**src/design/psr_pkg.sv**
```systemverilog
package psr_pkg;

    localparam int PWM_BITS = 10;

    localparam int PCT_W   = 7;
    localparam int MS_W    = 16;
    localparam int RAW_W   = 10;
    localparam int IDX_W   = 3;
    localparam int CFG_W   = 16;
    localparam int STEP_W  = 5;
    localparam int DIVC_W  = $clog2(MS_W + 1);

    localparam int SCALE_W     = PWM_BITS + PCT_W;
    localparam int PCT_FULL    = 100;
    localparam int RECIP_SHIFT = 30;
    localparam int RECIP_W     = 24;
    localparam int PROD_W      = SCALE_W + RECIP_W;

    // ceil(2^30 / 100): exact floor division by 100 for products below 2^30 / 76
    localparam logic [RECIP_W-1:0] RECIP =
        RECIP_W'(((64'd1 << RECIP_SHIFT) + PCT_FULL - 1) / PCT_FULL);

    localparam logic [PCT_W-1:0] PCT_MAX   = PCT_W'(PCT_FULL);
    localparam logic [PCT_W-1:0] PCT_FLOOR = 7'd10;

    localparam logic [PCT_W-1:0] MAX_DUTY_RST   = 7'd100;
    localparam logic [MS_W-1:0]  SOFT_ON_RST    = 16'd1200;
    localparam logic [MS_W-1:0]  SOFT_OFF_RST   = 16'd800;
    localparam logic [PCT_W-1:0] KICK_LEVEL_RST = 7'd0;
    localparam logic [MS_W-1:0]  KICK_TIME_RST  = 16'd0;

    typedef enum logic [IDX_W-1:0] {
        REG_MAX_DUTY   = 3'd0,
        REG_SOFT_ON    = 3'd1,
        REG_SOFT_OFF   = 3'd2,
        REG_KICK_LEVEL = 3'd3,
        REG_KICK_TIME  = 3'd4
    } reg_idx_t;

    typedef enum logic [1:0] {
        OP_TICK = 2'd0,
        OP_ON   = 2'd1,
        OP_OFF  = 2'd2,
        OP_SET  = 2'd3
    } opcode_t;

    typedef enum logic [2:0] {
        PH_IDLE = 3'b001,
        PH_KICK = 3'b010,
        PH_RAMP = 3'b100
    } phase_t;

    typedef enum logic [3:0] {
        ACT_NONE      = 4'd0,
        ACT_ACCEPT    = 4'd1,
        ACT_SET_DUTY  = 4'd2,
        ACT_KICK      = 4'd3,
        ACT_LOAD_ON   = 4'd4,
        ACT_LOAD_OFF  = 4'd5,
        ACT_RAMP_NONE = 4'd6,
        ACT_DIV_INIT  = 4'd7,
        ACT_DIV_STEP  = 4'd8,
        ACT_RAMP_GO   = 4'd9,
        ACT_INC_MS    = 4'd10,
        ACT_IDLE      = 4'd11,
        ACT_STEP      = 4'd12,
        ACT_EMIT      = 4'd13
    } act_t;

    typedef enum logic [3:0] {
        C_ALWAYS    = 4'd0,
        C_IN_VALID  = 4'd1,
        C_OP_TICK   = 4'd2,
        C_OP_ON     = 4'd3,
        C_OP_OFF    = 4'd4,
        C_KICK_OK   = 4'd5,
        C_NO_RAMP   = 4'd6,
        C_DIV_LAST  = 4'd7,
        C_PH_KICK   = 4'd8,
        C_PH_RAMP   = 4'd9,
        C_AT_TARGET = 4'd10,
        C_STEP_DUE  = 4'd11,
        C_KICK_DONE = 4'd12,
        C_OUT_FREE  = 4'd13
    } cond_t;

    typedef struct packed {
        act_t              act;
        cond_t             cond;
        logic              pol;
        logic [STEP_W-1:0] target;
    } uword_t;

    typedef struct packed {
        logic in_valid;
        logic op_tick;
        logic op_on;
        logic op_off;
        logic kick_ok;
        logic no_ramp;
        logic div_last;
        logic ph_kick;
        logic ph_ramp;
        logic at_target;
        logic step_due;
        logic kick_done;
        logic out_free;
    } flags_t;

    localparam logic [STEP_W-1:0] L_WAIT    = 5'd0;
    localparam logic [STEP_W-1:0] L_ON      = 5'd5;
    localparam logic [STEP_W-1:0] L_KICK    = 5'd7;
    localparam logic [STEP_W-1:0] L_OFF     = 5'd8;
    localparam logic [STEP_W-1:0] L_BEGIN   = 5'd9;
    localparam logic [STEP_W-1:0] L_DIV     = 5'd11;
    localparam logic [STEP_W-1:0] L_NORAMP  = 5'd13;
    localparam logic [STEP_W-1:0] L_TICK    = 5'd14;
    localparam logic [STEP_W-1:0] L_ENDRAMP = 5'd21;
    localparam logic [STEP_W-1:0] L_TKICK   = 5'd22;
    localparam logic [STEP_W-1:0] L_EMIT    = 5'd31;

    // Jump to target when the selected flag equals pol, else advance.
    // C_ALWAYS with pol 0 is a plain fall-through.
    function automatic uword_t ucode(input logic [STEP_W-1:0] step);
        uword_t w;
        w = '{act: ACT_NONE, cond: C_ALWAYS, pol: 1'b1, target: L_WAIT};
        unique case (step)
            5'd0:  w = '{act: ACT_ACCEPT,    cond: C_IN_VALID,  pol: 1'b0, target: L_WAIT};
            5'd1:  w = '{act: ACT_NONE,      cond: C_OP_TICK,   pol: 1'b1, target: L_TICK};
            5'd2:  w = '{act: ACT_NONE,      cond: C_OP_ON,     pol: 1'b1, target: L_ON};
            5'd3:  w = '{act: ACT_NONE,      cond: C_OP_OFF,    pol: 1'b1, target: L_OFF};
            5'd4:  w = '{act: ACT_SET_DUTY,  cond: C_ALWAYS,    pol: 1'b1, target: L_EMIT};
            5'd5:  w = '{act: ACT_NONE,      cond: C_KICK_OK,   pol: 1'b1, target: L_KICK};
            5'd6:  w = '{act: ACT_LOAD_ON,   cond: C_ALWAYS,    pol: 1'b1, target: L_BEGIN};
            5'd7:  w = '{act: ACT_KICK,      cond: C_ALWAYS,    pol: 1'b1, target: L_EMIT};
            5'd8:  w = '{act: ACT_LOAD_OFF,  cond: C_ALWAYS,    pol: 1'b1, target: L_BEGIN};
            5'd9:  w = '{act: ACT_NONE,      cond: C_NO_RAMP,   pol: 1'b1, target: L_NORAMP};
            5'd10: w = '{act: ACT_DIV_INIT,  cond: C_ALWAYS,    pol: 1'b0, target: L_WAIT};
            5'd11: w = '{act: ACT_DIV_STEP,  cond: C_DIV_LAST,  pol: 1'b0, target: L_DIV};
            5'd12: w = '{act: ACT_RAMP_GO,   cond: C_ALWAYS,    pol: 1'b1, target: L_EMIT};
            5'd13: w = '{act: ACT_RAMP_NONE, cond: C_ALWAYS,    pol: 1'b1, target: L_EMIT};
            5'd14: w = '{act: ACT_NONE,      cond: C_PH_KICK,   pol: 1'b1, target: L_TKICK};
            5'd15: w = '{act: ACT_NONE,      cond: C_PH_RAMP,   pol: 1'b0, target: L_EMIT};
            5'd16: w = '{act: ACT_NONE,      cond: C_AT_TARGET, pol: 1'b1, target: L_ENDRAMP};
            5'd17: w = '{act: ACT_INC_MS,    cond: C_ALWAYS,    pol: 1'b0, target: L_WAIT};
            5'd18: w = '{act: ACT_NONE,      cond: C_STEP_DUE,  pol: 1'b0, target: L_EMIT};
            5'd19: w = '{act: ACT_STEP,      cond: C_ALWAYS,    pol: 1'b0, target: L_WAIT};
            5'd20: w = '{act: ACT_NONE,      cond: C_AT_TARGET, pol: 1'b0, target: L_EMIT};
            5'd21: w = '{act: ACT_IDLE,      cond: C_ALWAYS,    pol: 1'b1, target: L_EMIT};
            5'd22: w = '{act: ACT_INC_MS,    cond: C_ALWAYS,    pol: 1'b0, target: L_WAIT};
            5'd23: w = '{act: ACT_NONE,      cond: C_KICK_DONE, pol: 1'b0, target: L_EMIT};
            5'd24: w = '{act: ACT_LOAD_ON,   cond: C_ALWAYS,    pol: 1'b1, target: L_BEGIN};
            // hold while the output word is full; the step counter wraps to wait
            5'd31: w = '{act: ACT_EMIT,      cond: C_OUT_FREE,  pol: 1'b0, target: L_EMIT};
            default: w = '{act: ACT_NONE,    cond: C_ALWAYS,    pol: 1'b1, target: L_WAIT};
        endcase
        return w;
    endfunction

endpackage

```
**src/design/psr_sequencer.sv**
```systemverilog
module psr_sequencer (
    input  logic             clk,
    input  logic             rst_n,
    input  psr_pkg::flags_t  flags,
    output psr_pkg::uword_t  ctl
);

    logic [psr_pkg::STEP_W-1:0] step_reg;
    logic [psr_pkg::STEP_W-1:0] step_next;
    logic                       flag_sel;

    assign ctl = psr_pkg::ucode(step_reg);

    always_comb
    begin
        unique case (ctl.cond)
            psr_pkg::C_ALWAYS:    flag_sel = 1'b1;
            psr_pkg::C_IN_VALID:  flag_sel = flags.in_valid;
            psr_pkg::C_OP_TICK:   flag_sel = flags.op_tick;
            psr_pkg::C_OP_ON:     flag_sel = flags.op_on;
            psr_pkg::C_OP_OFF:    flag_sel = flags.op_off;
            psr_pkg::C_KICK_OK:   flag_sel = flags.kick_ok;
            psr_pkg::C_NO_RAMP:   flag_sel = flags.no_ramp;
            psr_pkg::C_DIV_LAST:  flag_sel = flags.div_last;
            psr_pkg::C_PH_KICK:   flag_sel = flags.ph_kick;
            psr_pkg::C_PH_RAMP:   flag_sel = flags.ph_ramp;
            psr_pkg::C_AT_TARGET: flag_sel = flags.at_target;
            psr_pkg::C_STEP_DUE:  flag_sel = flags.step_due;
            psr_pkg::C_KICK_DONE: flag_sel = flags.kick_done;
            psr_pkg::C_OUT_FREE:  flag_sel = flags.out_free;
            default:              flag_sel = 1'b0;
        endcase
    end

    always_comb
    begin
        if (flag_sel == ctl.pol)
        begin
            step_next = ctl.target;
        end
        else
        begin
            step_next = step_reg + 1'b1;
        end
    end

    always_ff @(posedge clk or negedge rst_n)
    begin
        if (!rst_n)
        begin
            step_reg <= psr_pkg::L_WAIT;
        end
        else
        begin
            step_reg <= step_next;
        end
    end

endmodule

```
**src/design/psr_divider.sv**
```systemverilog
module psr_divider (
    input  logic                       clk,
    input  logic                       rst_n,
    input  logic                       init,
    input  logic                       step,
    input  logic [psr_pkg::MS_W-1:0]   dividend,
    input  logic [psr_pkg::PCT_W-1:0]  divisor,
    output logic [psr_pkg::MS_W-1:0]   quotient,
    output logic                       last
);

    logic [psr_pkg::DIVC_W-1:0] cnt_reg;
    logic [psr_pkg::DIVC_W-1:0] cnt_next;
    logic [psr_pkg::MS_W-1:0]   quo_reg;
    logic [psr_pkg::MS_W-1:0]   quo_next;
    logic [psr_pkg::PCT_W-1:0]  rem_reg;
    logic [psr_pkg::PCT_W-1:0]  rem_next;
    logic [psr_pkg::PCT_W-1:0]  dvs_reg;
    logic [psr_pkg::PCT_W-1:0]  dvs_next;
    logic [psr_pkg::PCT_W:0]    trial;
    logic                       fits;

    assign trial    = {rem_reg, quo_reg[psr_pkg::MS_W-1]};
    assign fits     = trial >= {1'b0, dvs_reg};
    assign quotient = quo_reg;
    assign last     = cnt_reg == psr_pkg::DIVC_W'(1);

    always_comb
    begin
        cnt_next = cnt_reg;
        quo_next = quo_reg;
        rem_next = rem_reg;
        dvs_next = dvs_reg;
        if (init)
        begin
            cnt_next = psr_pkg::DIVC_W'(psr_pkg::MS_W);
            quo_next = dividend;
            rem_next = '0;
            dvs_next = divisor;
        end
        else if (step)
        begin
            // one quotient bit per cycle, restoring
            cnt_next = cnt_reg - 1'b1;
            quo_next = {quo_reg[psr_pkg::MS_W-2:0], fits};
            if (fits)
            begin
                rem_next = psr_pkg::PCT_W'(trial - {1'b0, dvs_reg});
            end
            else
            begin
                rem_next = trial[psr_pkg::PCT_W-1:0];
            end
        end
    end

    always_ff @(posedge clk or negedge rst_n)
    begin
        if (!rst_n)
        begin
            cnt_reg <= '0;
        end
        else
        begin
            cnt_reg <= cnt_next;
        end
    end

    always_ff @(posedge clk)
    begin
        quo_reg <= quo_next;
        rem_reg <= rem_next;
        dvs_reg <= dvs_next;
    end

endmodule

```
**src/design/psr_datapath.sv**
```systemverilog
module psr_datapath (
    input  logic                        clk,
    input  logic                        rst_n,
    input  psr_pkg::uword_t             ctl,
    output psr_pkg::flags_t             flags,
    input  logic                        cfg_we,
    input  logic [psr_pkg::IDX_W-1:0]   cfg_index,
    input  logic [psr_pkg::CFG_W-1:0]   cfg_data,
    input  logic                        in_valid,
    output logic                        in_stall,
    input  logic [1:0]                  opcode,
    input  logic [psr_pkg::PCT_W-1:0]   duty_request,
    output logic                        out_valid,
    input  logic                        out_stall,
    output logic [psr_pkg::PCT_W-1:0]   duty_pct,
    output logic [psr_pkg::RAW_W-1:0]   duty_raw,
    output logic                        active,
    output logic                        busy_res
);

    // configuration
    logic [psr_pkg::PCT_W-1:0] max_duty_reg;
    logic [psr_pkg::MS_W-1:0]  soft_on_reg;
    logic [psr_pkg::MS_W-1:0]  soft_off_reg;
    logic [psr_pkg::PCT_W-1:0] kick_level_reg;
    logic [psr_pkg::MS_W-1:0]  kick_time_reg;
    logic [psr_pkg::PCT_W-1:0] cfg_pct;

    // working state
    logic [psr_pkg::PCT_W-1:0] duty_reg,     duty_next;
    psr_pkg::phase_t           phase_reg,    phase_next;
    logic [psr_pkg::PCT_W-1:0] target_reg,   target_next;
    logic                      up_reg,       up_next;
    logic [psr_pkg::MS_W-1:0]  interval_reg, interval_next;
    logic [psr_pkg::MS_W-1:0]  msc_reg,      msc_next;
    logic [psr_pkg::MS_W-1:0]  time_reg,     time_next;
    psr_pkg::opcode_t          op_reg,       op_next;
    logic [psr_pkg::PCT_W-1:0] req_reg,      req_next;

    // output word
    logic                      out_valid_reg, out_valid_next;
    logic [psr_pkg::PCT_W-1:0] pct_out_reg;
    logic [psr_pkg::RAW_W-1:0] raw_out_reg;
    logic                      active_reg;
    logic                      busy_reg;

    logic                       out_free;
    logic                       emit_fire;
    logic                       div_last;
    logic [psr_pkg::MS_W-1:0]   quotient;
    logic [psr_pkg::PCT_W-1:0]  span;
    logic [psr_pkg::SCALE_W-1:0] scaled;
    logic [psr_pkg::PROD_W-1:0] prod;

    assign in_stall    = ctl.act != psr_pkg::ACT_ACCEPT;
    assign out_free    = !out_valid_reg || !out_stall;
    assign emit_fire   = (ctl.act == psr_pkg::ACT_EMIT) && out_free;

    assign span = (target_reg > duty_reg) ? (target_reg - duty_reg) : (duty_reg - target_reg);

    psr_divider u_div (
        .clk      (clk),
        .rst_n    (rst_n),
        .init     (ctl.act == psr_pkg::ACT_DIV_INIT),
        .step     (ctl.act == psr_pkg::ACT_DIV_STEP),
        .dividend (time_reg),
        .divisor  (span),
        .quotient (quotient),
        .last     (div_last)
    );

    always_comb
    begin
        flags.in_valid  = in_valid;
        flags.op_tick   = op_reg == psr_pkg::OP_TICK;
        flags.op_on     = op_reg == psr_pkg::OP_ON;
        flags.op_off    = op_reg == psr_pkg::OP_OFF;
        flags.kick_ok   = (kick_level_reg != '0) && (kick_time_reg != '0) && (duty_reg == '0);
        flags.no_ramp   = (time_reg == '0) || (duty_reg == target_reg);
        flags.div_last  = div_last;
        flags.ph_kick   = phase_reg == psr_pkg::PH_KICK;
        flags.ph_ramp   = phase_reg == psr_pkg::PH_RAMP;
        flags.at_target = duty_reg == target_reg;
        flags.step_due  = msc_reg >= interval_reg;
        flags.kick_done = msc_reg >= kick_time_reg;
        flags.out_free  = out_free;
    end

    // clamp the max duty write into its legal range
    always_comb
    begin
        cfg_pct = cfg_data[psr_pkg::PCT_W-1:0];
        if (cfg_pct < psr_pkg::PCT_FLOOR)
        begin
            cfg_pct = psr_pkg::PCT_FLOOR;
        end
        else if (cfg_pct > psr_pkg::PCT_MAX)
        begin
            cfg_pct = psr_pkg::PCT_MAX;
        end
    end

    always_ff @(posedge clk or negedge rst_n)
    begin
        if (!rst_n)
        begin
            max_duty_reg   <= psr_pkg::MAX_DUTY_RST;
            soft_on_reg    <= psr_pkg::SOFT_ON_RST;
            soft_off_reg   <= psr_pkg::SOFT_OFF_RST;
            kick_level_reg <= psr_pkg::KICK_LEVEL_RST;
            kick_time_reg  <= psr_pkg::KICK_TIME_RST;
        end
        else if (cfg_we)
        begin
            unique case (cfg_index)
                psr_pkg::REG_MAX_DUTY:   max_duty_reg   <= cfg_pct;
                psr_pkg::REG_SOFT_ON:    soft_on_reg    <= cfg_data[psr_pkg::MS_W-1:0];
                psr_pkg::REG_SOFT_OFF:   soft_off_reg   <= cfg_data[psr_pkg::MS_W-1:0];
                psr_pkg::REG_KICK_LEVEL: kick_level_reg <= cfg_data[psr_pkg::PCT_W-1:0];
                psr_pkg::REG_KICK_TIME:  kick_time_reg  <= cfg_data[psr_pkg::MS_W-1:0];
                default:                 ;
            endcase
        end
    end

    always_comb
    begin
        duty_next     = duty_reg;
        phase_next    = phase_reg;
        target_next   = target_reg;
        up_next       = up_reg;
        interval_next = interval_reg;
        msc_next      = msc_reg;
        time_next     = time_reg;
        op_next       = op_reg;
        req_next      = req_reg;
        unique case (ctl.act)
            psr_pkg::ACT_ACCEPT:
            begin
                if (in_valid)
                begin
                    op_next  = psr_pkg::opcode_t'(opcode);
                    req_next = duty_request;
                    // follow a lowered maximum
                    if (duty_reg > max_duty_reg)
                    begin
                        duty_next = max_duty_reg;
                    end
                    if (target_reg > max_duty_reg)
                    begin
                        target_next = max_duty_reg;
                    end
                end
            end
            psr_pkg::ACT_SET_DUTY:
            begin
                duty_next  = (req_reg > max_duty_reg) ? max_duty_reg : req_reg;
                phase_next = psr_pkg::PH_IDLE;
            end
            psr_pkg::ACT_KICK:
            begin
                duty_next  = (kick_level_reg > max_duty_reg) ? max_duty_reg : kick_level_reg;
                msc_next   = '0;
                phase_next = psr_pkg::PH_KICK;
            end
            psr_pkg::ACT_LOAD_ON:
            begin
                target_next = max_duty_reg;
                time_next   = soft_on_reg;
            end
            psr_pkg::ACT_LOAD_OFF:
            begin
                target_next = '0;
                time_next   = soft_off_reg;
            end
            psr_pkg::ACT_RAMP_NONE:
            begin
                duty_next  = target_reg;
                phase_next = psr_pkg::PH_IDLE;
            end
            psr_pkg::ACT_DIV_INIT:
            begin
                up_next = target_reg > duty_reg;
            end
            psr_pkg::ACT_RAMP_GO:
            begin
                interval_next = (quotient == '0) ? psr_pkg::MS_W'(1) : quotient;
                msc_next      = '0;
                phase_next    = psr_pkg::PH_RAMP;
            end
            psr_pkg::ACT_INC_MS:
            begin
                msc_next = msc_reg + 1'b1;
            end
            psr_pkg::ACT_IDLE:
            begin
                phase_next = psr_pkg::PH_IDLE;
            end
            psr_pkg::ACT_STEP:
            begin
                msc_next = '0;
                if (up_reg && (duty_reg < target_reg))
                begin
                    duty_next = duty_reg + 1'b1;
                end
                else if (!up_reg && (duty_reg > target_reg))
                begin
                    duty_next = duty_reg - 1'b1;
                end
            end
            default:
            begin
            end
        endcase
    end

    always_ff @(posedge clk or negedge rst_n)
    begin
        if (!rst_n)
        begin
            duty_reg     <= '0;
            phase_reg    <= psr_pkg::PH_IDLE;
            target_reg   <= '0;
            up_reg       <= 1'b0;
            interval_reg <= psr_pkg::MS_W'(1);
            msc_reg      <= '0;
        end
        else
        begin
            duty_reg     <= duty_next;
            phase_reg    <= phase_next;
            target_reg   <= target_next;
            up_reg       <= up_next;
            interval_reg <= interval_next;
            msc_reg      <= msc_next;
        end
    end

    always_ff @(posedge clk)
    begin
        time_reg <= time_next;
        op_reg   <= op_next;
        req_reg  <= req_next;
    end

    // raw = (2^PWM_BITS - 1) * pct / 100 via reciprocal multiply
    assign scaled = {duty_reg, psr_pkg::PWM_BITS'(0)} - psr_pkg::SCALE_W'(duty_reg);
    assign prod   = psr_pkg::PROD_W'(scaled) * psr_pkg::PROD_W'(psr_pkg::RECIP);

    always_comb
    begin
        out_valid_next = out_valid_reg;
        if (emit_fire)
        begin
            out_valid_next = 1'b1;
        end
        else if (!out_stall)
        begin
            out_valid_next = 1'b0;
        end
    end

    always_ff @(posedge clk or negedge rst_n)
    begin
        if (!rst_n)
        begin
            out_valid_reg <= 1'b0;
        end
        else
        begin
            out_valid_reg <= out_valid_next;
        end
    end

    always_ff @(posedge clk)
    begin
        if (emit_fire)
        begin
            pct_out_reg <= duty_reg;
            raw_out_reg <= prod[psr_pkg::RECIP_SHIFT +: psr_pkg::RAW_W];
            active_reg  <= duty_reg != '0;
            busy_reg    <= phase_reg != psr_pkg::PH_IDLE;
        end
    end

    assign out_valid = out_valid_reg;
    assign duty_pct  = pct_out_reg;
    assign duty_raw  = raw_out_reg;
    assign active    = active_reg;
    assign busy_res  = busy_reg;

endmodule

```
**src/design/pwm_soft_start_ramp_unit.sv**
```systemverilog
// Soft start / soft stop ramp unit, one result word per input word.
// Each accepted word is decoded by opcode and its result word loads once the output word
// is free; a soft on or off that starts a ramp, or a tick that ends a kick into a ramp,
// first runs a bit-serial divide of the 16-bit ramp time by the span in steps.
// Throughput: one word at a time; the next is taken in the cycle after the result word loads.
// Reset (rst_n low, asynchronous): config registers return to defaults, duty zero, idle.
module pwm_soft_start_ramp_unit (
    input  logic                        clk,
    input  logic                        rst_n,
    input  logic                        cfg_we,
    input  logic [psr_pkg::IDX_W-1:0]   cfg_index,
    input  logic [psr_pkg::CFG_W-1:0]   cfg_data,
    input  logic                        in_valid,
    output logic                        in_stall,
    input  logic [1:0]                  opcode,
    input  logic [psr_pkg::PCT_W-1:0]   duty_request,
    output logic                        out_valid,
    input  logic                        out_stall,
    output logic [psr_pkg::PCT_W-1:0]   duty_pct,
    output logic [psr_pkg::RAW_W-1:0]   duty_raw,
    output logic                        active,
    output logic                        busy_res
);

    psr_pkg::uword_t ctl;
    psr_pkg::flags_t flags;

    psr_sequencer u_seq (
        .clk   (clk),
        .rst_n (rst_n),
        .flags (flags),
        .ctl   (ctl)
    );

    psr_datapath u_dp (
        .clk          (clk),
        .rst_n        (rst_n),
        .ctl          (ctl),
        .flags        (flags),
        .cfg_we       (cfg_we),
        .cfg_index    (cfg_index),
        .cfg_data     (cfg_data),
        .in_valid     (in_valid),
        .in_stall     (in_stall),
        .opcode       (opcode),
        .duty_request (duty_request),
        .out_valid    (out_valid),
        .out_stall    (out_stall),
        .duty_pct     (duty_pct),
        .duty_raw     (duty_raw),
        .active       (active),
        .busy_res     (busy_res)
    );

endmodule
```
**config.mk**
```make
export PLATFORM = sky130hd
export DESIGN_NAME = pwm_soft_start_ramp_unit
export DESIGN_NICKNAME = d
export VERILOG_FILES = /design/src/design/psr_pkg.sv /design/src/design/psr_sequencer.sv /design/src/design/psr_divider.sv /design/src/design/psr_datapath.sv /design/src/design/pwm_soft_start_ramp_unit.sv
export SDC_FILE = /design/constraint.sdc
export NUM_CORES = 1
export LEC_CHECK = 0
export BUFFER_PORTS_ARGS = -buffer_cell sky130_fd_sc_hd__buf_2
export CORE_ASPECT_RATIO = 2
export CORE_UTILIZATION = 59
export DETAILED_ROUTE_END_ITERATION = 10
export HOLD_SLACK_MARGIN = 0.12
export MAX_ROUTING_LAYER = met4
export PLACE_DENSITY_LB_ADDON = 0.25
export SYNTH_ARGS = -nofsm -noshare
export SYNTH_HDL_FRONTEND = slang
export SYNTH_HIERARCHICAL = 1
export SYNTH_SLANG_ARGS = --single-unit
```
**constraint.sdc**
```tcl
create_clock -name clk -period 8.15 [get_ports clk]
set_clock_uncertainty 0.05 [all_clocks]
set_input_delay 0 -clock clk [delete_from_list [all_inputs] [get_ports clk]]
set_output_delay 0 -clock clk [all_outputs]
set_load 0.005 [all_outputs]
```
; ---- Word level (Yosys, flattened, before mapping)
; Memory sizes are Yosys's and may differ from the RTL's.
; Index checks and enable logic that the tools add are counted.
[word_totals]
register_bits = 197
latchBits = 0
ramBits = 0
rom_bits = 448
in_bits = 33
out_inout_bits = 21
memories = 1
[memory_table]
columns = name, depth, width, rd, rd_ports_with_merged_regs, write_ports, line_no
row1 = (no name shown), 32, 14, 1, 0, 0, psr_pkg.sv:127  ; unique case (step)
[classes]
n_addsub = 9
n_mul = 1
n_div = 0
n_lt_le_gt_ge = 12
n_eq_ne = 44
shifts = 0
mux = 26
bitwise_logic = 0
n_reduce_logical = 35
[op_table]
columns = operator, count
row1 = 7-bit 2-to-1 mux, 12
row2 = 16-bit one-hot mux with 2 select lines, 2
row3 = "4-bit == test, second input constant", 12
row4 = 16-bit 2-to-1 mux, 3
row5 = 7-bit > comparator, 6
row6 = "17-bit by 24-bit multiplier with 40-bit output, second input constant", 1
row7 = 7-bit one-hot mux with 5 select lines, 1
row8 = "4-bit by 3-bit == test with 1-bit output, second input constant", 8
row9 = 16-bit greater-or-equal comparator, 2
row10 = 16-bit logical NOT, 2
row11 = 7-bit one-hot mux with 3 select lines, 1
row12 = 7-bit subtractor, 3
row13 = 17-bit by 7-bit subtractor with 17-bit output, 1
row14 = "16-bit by 1-bit adder with 16-bit output, second input constant", 1
row15 = "4-bit by 2-bit == test with 1-bit output, second input constant", 4
row16 = 16-bit nonzero test, 1
row17 = 5-bit 2-to-1 mux, 3
row18 = 1-bit one-hot mux with 14 select lines, 1
row19 = 7-bit nonzero test, 2
row20 = 2-bit AND reduction, 6
row21 = "3-bit by 2-bit == test with 1-bit output, second input constant", 3
row22 = 3-bit one-hot mux with 3 select lines, 1
row23 = "4-bit by 1-bit == test with 1-bit output, second input constant", 2
row24 = 8-bit by 7-bit greater-or-equal comparator with 1-bit output, 1
row25 = other kinds (32), 48

; ---- Longest topological paths before layout
[logic_depth]
depth_word = 6
ltp_mapped = 29
ltp_nobuf = 27

; ---- Modules after synthesis
; Netlist, hierarchy kept.
[modules_own_cells]
columns = module, n_inst, cells_per_inst, area_each_um2, seq_area_each_um2
row1 = psr_datapath, 1, 1504, 15307.2, 4164.0
row2 = psr_divider, 1, 171, 1965.6, 955.9
row3 = psr_sequencer, 1, 207, 1463.9, 125.1

; ---- Worst setup path before layout
; No wires, ideal clock.
[synth_path]
kind = reg-to-reg
startpoint = register u_dp/duty_reg[0] in the netlist's numbering
endpoint = register u_dp.raw_out_reg, in the netlist u_dp/duty_raw[8], data pin
arrival_ns = 7.938
slack_ns = -0.100
stages_incl_launch_ff = 30
n_path_buf = 2
cell_sequence = dfrtp_1 clkbuf_1 inv_1 ha_1 nand2_1 or2_2 clkbuf_1 nand3_1 o21ai_0 inv_1 fa_1 xnor2_1 ha_1 or2_2 fa_1 fa_1 fa_1 inv_1 fa_1 inv_1 ha_1 a211oi_2 nand2_1 a311oi_1 a2111oi_2 a2111oi_4 a21oi_2 o41ai_4 o21bai_1 xor2_1
[synth_via]
elab_chain_cells = 2
[synth_lines]
columns = element, line_no
row1 = from (decl), psr_datapath.sv:30  ; logic [psr_pkg::PCT_W-1:0] duty_reg, duty_next;
row2 = from (signal assigned), psr_datapath.sv:230  ; duty_reg <= duty_next;
row3 = 17-bit by 7-bit subtractor with 17-bit output, psr_datapath.sv:247  ; assign scaled = {duty_reg, psr_pkg::PWM_BITS'(0)} - psr_pkg::SCALE_W'(duty_reg);
row4 = 17-bit by 24-bit multiplier with 40-bit output, psr_datapath.sv:248  ; assign prod = psr_pkg::PROD_W'(scaled) * psr_pkg::PROD_W'(psr_pkg::RECIP);
row5 = net u_dp.prod (one bit), psr_datapath.sv:53  ; logic [psr_pkg::PROD_W-1:0] prod;
row6 = to (signal assigned), psr_datapath.sv:280  ; raw_out_reg <= prod[psr_pkg::RECIP_SHIFT +: psr_pkg::RAW_W];
row7 = to (decl), psr_datapath.sv:43  ; logic [psr_pkg::RAW_W-1:0] raw_out_reg;
; The timed path passes the listed nets, and every way through them passes these cells.
; A chain may end at the register's enable or synchronous reset.

; ---- Final worst setup path
[layout_path]
startpoint = register u_dp/duty_reg[2] in the netlist's numbering
endpoint = register u_dp.raw_out_reg, in the netlist u_dp/duty_raw[8], data pin
; The elaborated chain is that of the path after synthesis.

==> key figures <==
Outcome
  • Outcome: finished, final reports clean

Cells and area
  • NumNets Final: 2394
  • Layout area overhead: 9.83%
  • Non-Filler Instances: 2400
  • Fin area: 20600 µm²
  • Share of layout cells above drive strength 1: 12.5%

Worst setup path
  • Largest delay share family, worst path: adder cells
  • Critical Path RT: 8.33 ns
  • CP Launch Type: flip-flop
  • CP dominant cell by count: fa_1
  • CP arrival: 7.97 ns
  • CP endpoint kind: flip-flop
  • Crit path max-delay cell type: a2111oi_2
  • Crit Path Category: reg2reg
  • Largest stage delay on the critical path: 0.59 ns
  • Buf/Inv on CP: 2
  • Critical path peak fanout: 9

Clock tree
  • Reg clk slew, reported paths: 0.09 ns
  • Clock Sinks: 197
  • Num CTS Buffers: 17
  • CTS tree: yes
  • Deepest clock path buffer count: 2
  • Setup bufs post-CTS: 0
  • Root Driver: clkbuf_16
  • Worst-Skew Late Latency: 0.47 ns
  • CTS H-Tree Depth: 4

Floorplan
  • Core region area: 31400 µm²
  • I/O pins: 54
  • Starting Density: 59.6%
  • Die Wd: 128 µm
  • Die Span Y: 254 µm
  • Row Count: 92
  • Die area: 32500 µm²

Logic synthesis
  • Syn Nets: 2311
  • Warnings, synthesis: 6
  • Syn avg cell area: 9.96 µm²
  • Post-Syn Instances: 1880
  • Synthesized cell area: 18700 µm²

Routing
  • Post-DR wirelength/cell: 23.0 µm
  • Remaining DRCs: 0
  • Antenna viol nets, final: 0
  • Avg Vias per Cell: 5.96
  • Total wire length: 55300 µm
  • Pre-Repair DR Iteration Count: 5
  • DR iter-0 viols: 759
  • Vias: 14300

Timing
  • Worst Max-Slew Pin Slew: 1.25 ns
  • Final TNS setup: 0 ns
  • Final setup fails: 0
  • Post-layout minimum cycle time: 7.79 ns
  • Max Freq: 128 MHz
  • WHS: 0.169 ns
  • RSZ-0062 raised after global routing: no
  • Final Slew Violations: 0
  • Worst slew margin: 16.7%
  • Final hold vios: 0
  • Final Cycle Share: 95.6%

Global routing
  • Initial antenna violation count: 1
  • GRT Total Usage: 36.8%
  • First-pass GRT wire length: 84000 µm
  • Number of global-route vias before repair: 15100
  • Pin count of the biggest net entering global routing: 87
  • Grt total ovfl: 0

Job
  • Total of max-cap violations: 0

Place
  • Gpl congestion: 1.01
  • PortBufs: 53
  • Placed cell area: 19500 µm²
  • Post-DP HPWL: 44000 µm
  • Post-placement cell count: 2332

Worst hold path
  • Hold Crit Class: in2reg
==> per-stage QoR <==
step                      setup slack, ns  utilization (%)
after floorplan                     0.113                -
after global placement              0.582             62.2
after detailed placement            0.382             62.2
after CTS                           0.379             65.4
after global routing               0.0207             65.5
final                               0.362             65.5
==> path summary, 6_finish.rpt <==
kind                                      from                    end  slack, ns  cells after the start
hold / removal                          cfg_we   u_dp/max_duty_reg[5]       0.17                      5
setup / recovery              u_dp/duty_reg[2]       u_dp/duty_raw[8]       0.36                     25
hold reg to reg            u_dp/soft_on_reg[8]    u_dp/soft_on_reg[8]       0.46                      1
setup reg to reg              u_dp/duty_reg[2]       u_dp/duty_raw[8]       0.36                     25
max in group asynchronous                rst_n  u_dp/kick_time_reg[3]       6.35                      4
min in group asynchronous                rst_n      u_dp/phase_reg[0]       0.56                      3
==> placed cells by master (no fill, tap or decap), types with 10 or more instances in the layout <==
cell type and instances:
a22o_1 13, xnor2_1 33, dlygate4sd3_1 34, o21ai_1 11, inv_1 305, mux2i_1 16
o31ai_1 17, nor2b_1 28, fa_1 131, dfstp_2 12, nand2_1 110, ha_1 267
nand3_1 33, nand2b_1 23, edfxtp_1 67, a21oi_1 55, buf_4 33, o21ai_0 95
dfrtp_1 111, buf_2 52, nor3b_1 10, nor3_1 22, and2_1 14, nor2_1 103
o21a_1 12, and3_1 11, clkbuf_16 17, nand4_1 19, mux2_2 74, nor4_1 14
xor2_1 22, a21o_1 31
==> worst register-to-register path, cell delays in order (launching register included) <==
cell and delay (ns):
dfrtp_1 0.51, nor3_1 0.37, nand2_1 0.15, nor2_1 0.24
nand3_1 0.12, o21ai_0 0.28, ha_1 0.45, xor2_1 0.18
ha_1 0.19, a31o_2 0.22, fa_1 0.55, fa_1 0.58
inv_1 0.06, fa_1 0.50, fa_1 0.54, inv_1 0.04
ha_1 0.30, nand2_1 0.09, o21ai_1 0.44, a311oi_1 0.20
a2111oi_2 0.59, a2111oi_4 0.19, a21oi_2 0.31, o41ai_4 0.12
o21bai_1 0.17, xor2_1 0.09
==> per-layer routing <==
metal	vias to the layer above	track usage (%)	share of wire, %
li1	6616	-	-
met1	7024	30.3	31
met2	437	68.8	55
met3	227	6.46	3.9
met4	0	31.7	10
met5	-	-	0
==> layout make-up <==
class,instances,area (µm²)
Inverter,308,1160
Clock inverter,15,241
Sequential cell,197,5250
Fill cell,2586,10900
Multi-Input combinational cell,1319,12100
Clock buffer,17,425
Tap cell,423,529
Antenna cell,1,2.50
Timing Repair Buffer,120,868
==> timing repair <==
action	4_1_cts	5_1_grt
gates resized for setup	0	3
endpoints found under the setup margin	0	6
endpoints found under the hold margin	128	0
hold buffers	35	0
Power is left out: the tool's default activity adds up to more than one toggle a clock period on the data nets, which glitch-free logic cannot reach.
